File: config.mk
export PLATFORM = sky130hd
export DESIGN_NAME = pec_cordic
export DESIGN_NICKNAME = d
export VERILOG_FILES = /design/src/pairwise_edge_compatibility_macros.svh /design/src/pec_pkg.sv /design/src/pec_cordic.sv
export SDC_FILE = /design/constraint.sdc
export NUM_CORES = 2
export LEC_CHECK = 0
export ABC_AREA = 1
export BUFFER_PORTS_ARGS = -buffer_cell sky130_fd_sc_hd__buf_2
export CORE_UTILIZATION = 55
export DETAILED_ROUTE_END_ITERATION = 16
export MAX_ROUTING_LAYER = met4
export PLACE_DENSITY_LB_ADDON = 0.3
export SETUP_SLACK_MARGIN = 0.2
export SKIP_LAST_GASP = 1
export SLEW_MARGIN = 10
export SYNTH_ARGS = -nofsm -noshare
export SYNTH_HDL_FRONTEND = slang
export SYNTH_SLANG_ARGS = --single-unit
File: constraint.sdc
create_clock -name clk -period 6.9 [get_ports clk]
set_input_delay 0 -clock clk [delete_from_list [all_inputs] [get_ports clk]]
set_output_delay 0 -clock clk [all_outputs]
set_load 0.1 [all_outputs]
File: src/pairwise_edge_compatibility_macros.svh
// ----------------------------------------------------------------------------
// pairwise_edge_compatibility_macros
// assertion macros shared by the edge compatibility rtl, empty for synthesis
// ----------------------------------------------------------------------------
`ifndef PAIRWISE_EDGE_COMPATIBILITY_MACROS_SVH
`define PAIRWISE_EDGE_COMPATIBILITY_MACROS_SVH
`ifndef SYNTHESIS
// same-cycle implication
`define PEC_ASSERT_IMP(label, clk, rst_n, ante, cons) \
	label: assert property (@(posedge clk) disable iff (!rst_n) (ante) |-> (cons)) \
		else $error("pec assertion failed");
// next-cycle implication
`define PEC_ASSERT_NXT(label, clk, rst_n, ante, cons) \
	label: assert property (@(posedge clk) disable iff (!rst_n) (ante) |=> (cons)) \
		else $error("pec assertion failed");
`else
`define PEC_ASSERT_IMP(label, clk, rst_n, ante, cons)
`define PEC_ASSERT_NXT(label, clk, rst_n, ante, cons)
`endif
`endif

File: src/pec_pkg.sv
// ----------------------------------------------------------------------------
// pec_pkg
// shared types, constants and tables of the edge compatibility pipeline
// ----------------------------------------------------------------------------
`default_nettype none
package pec_pkg;
	localparam int unsigned CORDIC_STEPS   = 16;
	localparam int unsigned CORDIC_PRESCALE = 12;
	localparam int unsigned CORDIC_LAT     = CORDIC_STEPS + 1;
	localparam int unsigned QUO_BITS       = 20;
	localparam int unsigned DIV_LAT        = QUO_BITS + 1;
	localparam int unsigned TAYLOR_TERMS   = 12;
	localparam int unsigned EXP_INT_LIMIT  = 12;
	localparam int unsigned POW_STEPS      = EXP_INT_LIMIT - 1;
	localparam int unsigned EXP_LAT        = 1 + 3 * TAYLOR_TERMS + POW_STEPS;

	localparam logic [15:0] HALF_TURN      = 16'h8000;
	localparam logic [16:0] QUARTER_TURN   = 17'd16384;
	localparam logic [30:0] Q30_ONE        = 31'h4000_0000;
	localparam logic [28:0] EXP_M1_Q30     = 29'd395007542;
	localparam logic [15:0] RADIUS_RESET   = 16'd256;
	localparam logic [31:0] R2_RESET       = 32'(RADIUS_RESET) * 32'(RADIUS_RESET);

	typedef logic signed [16:0] diff_t;
	typedef logic signed [31:0] cord_t;
	typedef logic [30:0] q30_t;

	typedef struct packed {
		logic                ovf;
		logic [QUO_BITS-1:0] quo;
	} quo_t;

	function automatic logic [15:0] atan_turns(input logic [3:0] idx);
		logic [15:0] v;
		case (idx)
			4'd0:    v = 16'd8192;
			4'd1:    v = 16'd4836;
			4'd2:    v = 16'd2555;
			4'd3:    v = 16'd1297;
			4'd4:    v = 16'd651;
			4'd5:    v = 16'd326;
			4'd6:    v = 16'd163;
			4'd7:    v = 16'd81;
			4'd8:    v = 16'd41;
			4'd9:    v = 16'd20;
			4'd10:   v = 16'd10;
			4'd11:   v = 16'd5;
			4'd12:   v = 16'd3;
			4'd13:   v = 16'd1;
			4'd14:   v = 16'd1;
			default: v = 16'd0;
		endcase
		return v;
	endfunction
endpackage
`default_nettype wire

File: src/pec_cordic.sv
// ----------------------------------------------------------------------------
// pec_cordic
// pipelined vectoring cordic, one micro-rotation per stage, angle in turns
// ----------------------------------------------------------------------------
`default_nettype none
module pec_cordic import pec_pkg::*; (
	input  logic        clk,
	input  logic        en,
	input  diff_t       dx,
	input  diff_t       dy,
	output logic [15:0] phi
);
	cord_t       cx_s [CORDIC_STEPS+1];
	cord_t       cy_s [CORDIC_STEPS+1];
	logic [15:0] cz_s [CORDIC_STEPS+1];
	cord_t       x_pre;
	cord_t       y_pre;
	logic [15:0] z_pre;

	// fold the left half plane over
	always_comb begin
		x_pre = cord_t'(dx) <<< CORDIC_PRESCALE;
		y_pre = cord_t'(dy) <<< CORDIC_PRESCALE;
		z_pre = '0;
		if (dx < 0) begin
			x_pre = -x_pre;
			y_pre = -y_pre;
			z_pre = HALF_TURN;
		end
	end

	always_ff @(posedge clk) begin
		if (en) begin
			cx_s[0] <= x_pre;
			cy_s[0] <= y_pre;
			cz_s[0] <= z_pre;
		end
	end

	for (genvar i = 0; i < CORDIC_STEPS; i++) begin : g_step
		always_ff @(posedge clk) begin
			if (en) begin
				if (cy_s[i] > 0) begin
					cx_s[i+1] <= cx_s[i] + (cy_s[i] >>> i);
					cy_s[i+1] <= cy_s[i] - (cx_s[i] >>> i);
					cz_s[i+1] <= cz_s[i] + atan_turns(4'(i));
				end else begin
					cx_s[i+1] <= cx_s[i] - (cy_s[i] >>> i);
					cy_s[i+1] <= cy_s[i] + (cx_s[i] >>> i);
					cz_s[i+1] <= cz_s[i] - atan_turns(4'(i));
				end
			end
		end
	end

	assign phi = cz_s[CORDIC_STEPS];
endmodule
`default_nettype wire

======== Yosys cells after proc, flatten, opt, wreduce, memory -nomap -nowiden ========
Memories as Yosys holds them, arrays and structs flattened.
Index checks and enable logic that the tools add are counted.
operators by class
  magnitude comparators ................... 17
  bitwise operators ....................... 48
  multiplexer cells ....................... 149
  $add $sub $neg .......................... 95
operator list
  operator                                             count
  2-to-1 mux 32 bit                                    34
  > comparator 32 x 1 -> 1 bit, second input constant  16
  2-to-1 mux 16 bit                                    17
  2-to-1 mux 1 bit                                     98
  adder 32 x 17 -> 32 bit                              2
  adder 32 x 18 -> 32 bit                              2
  adder 32 x 19 -> 32 bit                              2
  adder 32 x 20 -> 32 bit                              2
  adder 32 x 21 -> 32 bit                              2
  adder 32 x 22 -> 32 bit                              2
  adder 32 x 23 -> 32 bit                              2
  adder 32 x 24 -> 32 bit                              2
  adder 32 x 25 -> 32 bit                              2
  adder 32 x 26 -> 32 bit                              2
  adder 32 x 27 -> 32 bit                              2
  adder 32 x 28 -> 32 bit                              2
  adder 32 x 29 -> 32 bit                              2
  adder 32 x 30 -> 32 bit                              2
  adder 32 x 31 -> 32 bit                              2
  negator 29 -> 32 bit                                 2
  subtractor 32 x 17 -> 32 bit                         2
  subtractor 32 x 18 -> 32 bit                         2
  subtractor 32 x 19 -> 32 bit                         2
  subtractor 32 x 20 -> 32 bit                         2
  other kinds (43)                                     104
storage, ports and cells
  memory bits (writable) .................. 1,360
  bits in registers ....................... 0
  memories kept ........................... 3
  output and inout bits ................... 16
  input port bits ......................... 36
  logic and storage cells ................. 312
memory list
  name  depth  bits a word  read ports  clocked after Yosys merged registers in  wr ports  RTL line          source
  cx_s  17     32           16          0                                        17        pec_cordic.sv:13  cord_t cx_s [CORDIC_STEPS+1];
  cy_s  17     32           16          0                                        17        pec_cordic.sv:14  cord_t cy_s [CORDIC_STEPS+1];
  cz_s  17     16           17          0                                        17        pec_cordic.sv:15  logic [15:0] cz_s [CORDIC_STEPS+1];

======== Depth between registers and ports, before layout ========
  depth in word-level cells ............... 5
  gate-level depth with buffers ........... 31
  depth with buffers taken out ............ 30

======== Worst setup path after synthesis ========
OpenSTA, ideal clock, no wires.
  kind .................................... register -> register
  start point ............................. mem cx_s[4][6] (netlist name)
  end point ............................... mem cy_s[5][28] (netlist name) (data pin)
  arrival time ............................ 4,976 ps
  library setup time ...................... 262 ps
  path buffers ............................ 2
  setup slack ............................. 1,662 ps
  stages on the path, launching flop included .. 30
  cell sequence ........................... edfxtp_1 inv_1 ha_1 nand2_1 nor2_1 nand2_1 nor3_1 nand2_1 nor3_2 nand3_1 or3_1 nand3b_1 ha_1 nor2_1 buf_2 buf_1 nor2_1 xor2_1 ha_1 fa_1 nand3_1 nand2_1 nand2_1 nand2_1 inv_1 o21ai_0 a21oi_1 o21ai_0 a21oi_1 xor2_1
RTL lines
  element      RTL line
  from (decl)  pec_cordic.sv:13
  to (decl)    pec_cordic.sv:14

==> impl_metrics.csv <==
group,metric,value,unit
grt,grt_pass1_vias,74500,
critical_path,cpMostUsedCell,"nand2_1",
critical_path,r2r-end,"cy_s[5][28]",
detailed_routing,ant_nets,0,
timing,finalCriticalPeriod,6.05,ns
clock_tree,cts.htree.levels,3,
clock_tree,clockBufferDepth,3,
critical_path,slowest_stage,"edfxtp_1",
grt,track_usage,32.8,%
synthesis,synth.distinct_cells,63,
placed_design,io_buffers,50,
critical_path,crit_path_end_kind,"flop",
floorplan,dieHeight,409,um
grt,grt_max_degree,82,
critical_path,critical_path.max_stage_delay,0.44,ns
cells_and_area,finish.utilization,59.9,%
grt,grt_pass1_wl,421000,um
floorplan,row_count,149,
synthesis,yosys-top-cells-area,"edfxtp_1 34%, ha_1 13%, xor2_1 9.3%",
critical_path,cp_data_required_time,7.42,ns
critical_path,path_max_fanout,6,
run,maxCapViolCount,0,
floorplan,io_pins,52,
detailed_routing,postRouteWirelength,275000,um
timing,grt_setup_unrepaired,"no",
cells_and_area,final_nets,12600,
floorplan,die-area,168000,um2
critical_path,cp_data_arrival_time,6.56,ns
synthesis,ys.flop_type,"edfxtp_1",
detailed_routing,first_pass_iters,6,
timing,drv_slew,0,
min_path,hp-class,"primary input to flop",
grt,grt-ovfl-total,0,
critical_path,reg2reg_slack,0.85,ns
detailed_routing,wl_per_cell,20.0,um
synthesis,synth_seq_area_share,33.6,%
timing,worst_pin_slew,1.19,ns
clock_tree,numCtsBuffers,117,
min_path,hp-start,"dy[16]",
timing,slew_headroom,20.8,%
status,status,"complete, no violations",
synthesis,ys_warn_count,0,
timing,fmaxAchievable,165,MHz
grt,antenna_found_initial,7,
synthesis,synth-edff-count,1021,
synthesis,ys_seq_elements,1021,
floorplan,die_w,409,um
synthesis,netlist_instances,11300,
placed_design,dpl.hpwl,224000,um
clock_tree,cts_tree,"done",
clock_tree,clk_pin_slew_worst_paths,0.06,ns
detailed_routing,drc,0,
timing,setup_viol,0,
synthesis,netlist_area,91300,um2
critical_path,start_kind,"flop",
timing,min_period_over_period,87.6,%
floorplan,core_area,165000,um2
critical_path,crit_type,"flop to flop",
timing,skew,0.0497,ns
timing,setup_tns,0,ns
clock_tree,cts_root_buf,"clkbuf_16",
clock_tree,clkLatencyLatePin,0.80,ns
floorplan,initial_core_util,55.4,%
synthesis,yosysTopAreaCellShare,33.6,%
clock_tree,cts_sinks,1021,
clock_tree,cts-resized-gates,0,
detailed_routing,via_per_inst,5.75,
cells_and_area,drive_gt1_share,3.06,%
critical_path,r2r_cells,27,
detailed_routing,num_vias,79400,
synthesis,yosysTopAreaCell,"edfxtp_1",
min_path,hold_depth,4,
critical_path,r2r_start,"cx_s[4][6]",
timing,setup_ws,0.854,ns
min_path,min_to,"cy_s[0][30]",
detailed_routing,drtIter0Drc,7761,
placed_design,routabilityCongestion,1.01,
synthesis,synthArstFlopShare,0,%
synthesis,synth_area_per_cell,8.05,um2
timing,hold_viol,0,
cells_and_area,area_delta_synth_final,8.25,%
placed_design,pre_cts_ws,0.999,ns
## worst max path at each step
stage	cells after the start	startpoint	slack [ns]	to
global placement	27	cx_s[4][6]	0.99	cy_s[5][30]
finish	27	cx_s[4][6]	0.85	cy_s[5][28]
floorplan	29	cx_s[4][6]	1.66	cy_s[5][28]
global route	27	cx_s[4][6]	0.30	cy_s[5][28]
CTS	27	cx_s[4][6]	0.95	cy_s[5][28]
detailed placement	27	cx_s[4][6]	1.0	cy_s[5][28]
## per-stage QoR
| step | area [um2] | hold slack (ns) | cells |
|---|---|---|---|
| 3_3_place_gp | 94200 | 0.219 | 13500 |
| 2_1_floorplan | 91300 | 0.0989 | 11300 |
| 3_5_place_dp | 94200 | 0.214 | 13500 |
| 4_1_cts | 98800 | 0.0454 | 13800 |
| 6_report | 98800 | 0.116 | 13800 |
| 5_1_grt | 98800 | 0.109 | 13800 |
## layer usage
metal | vias up | track usage (%) | routed length [um]
li1 | 38900 | - | -
met1 | 37300 | 43.4 | 122000
met2 | 2769 | 51.9 | 126000
met3 | 432 | 4.18 | 18000
met4 | 0 | 10.8 | 9560
met5 | - | - | 0
## cell usage after synthesis (4+ instances only)
master / count
o21a_1: 87
nand3_1: 341
nor3_2: 5
nor2_2: 5
a22oi_1: 4
buf_2: 16
a211oi_1: 17
nor2_1: 1123
nand4_1: 104
a221oi_1: 18
nand2_1: 2050
nand2_2: 10
inv_1: 1435
and3_1: 5
or2_2: 36
o31ai_2: 4
inv_2: 4
xor2_1: 965
nand3b_1: 15
o21bai_1: 51
a21oi_1: 1106
a21boi_0: 44
o31ai_1: 58
fa_1: 33
ha_1: 968
clkbuf_1: 75
nor3b_1: 5
a31oi_1: 82
a2111oi_0: 6
buf_1: 12
nor3_1: 197
xnor2_1: 421
buf_6: 4
edfxtp_1: 1021
clkinv_1: 5
a21o_1: 84
o2111ai_1: 7
o221ai_1: 19
o21ai_1: 12
nor4_1: 88
or3_1: 6
o211ai_1: 58
o21ai_0: 687
## registers in the layout, indices dropped and copies added, names as in the netlist
| register | flops |
|---|---|
| cx_s | 383 |
| cy_s | 423 |
| cz_s | 215 |
## area by class of cell
class                   count  area (um2)
fillers                 14800       66000
multi-input cells        8759       54700
flip-flops and latches   1021       30700
inverters                1444        5420
clock buffers             139        3050
well taps                2189        2740
repair buffers            173        1350
clock inverters            71         830
diodes                      6        15.0
## placed cells by master, fill, tap and decap left out, types with 119 or more instances in the layout
cell	count
nor3_1	197
a21oi_1	1106
ha_1	968
xnor2_1	421
o21ai_0	687
nor2_1	1121
nand2_1	2050
nand3_1	341
edfxtp_1	1021
inv_1	1435
clkbuf_16	119
xor2_1	965
## cell families (layout without fill, tap and decap cells)
logic type	Yosys count	after routing	share of synthesized area [%]
AO/OA/AOI/OAI	2359	2359	14.5
XOR/XNOR	1388	1388	13.4
adder cells (fa/ha/maj)	1001	1001	14.0
buffers and inverters	1554	1827	6.46
flip-flops	1021	1021	33.6
multiplexers	3	3	0.0329
other	1	10	0.00411
AND/OR/NAND/NOR	4004	4004	18.1
## worst max-delay path, delay by kind of cell, from the launching register on
kind	cells	cell delay, ns
xor+xnor	2	0.26
flops	1	0.44
compound gates	5	1.40
simple gates	15	2.45
buf+inv	2	0.37
fa+ha+maj	3	0.84
## timing repair
action,CTS,global route
buffers inserted,0,0
endpoints found under the hold margin,102,0
hold buffers,66,0
Power is not shown: default switching activity piles up to over one toggle a cycle in this logic, so the estimate is an artifact.
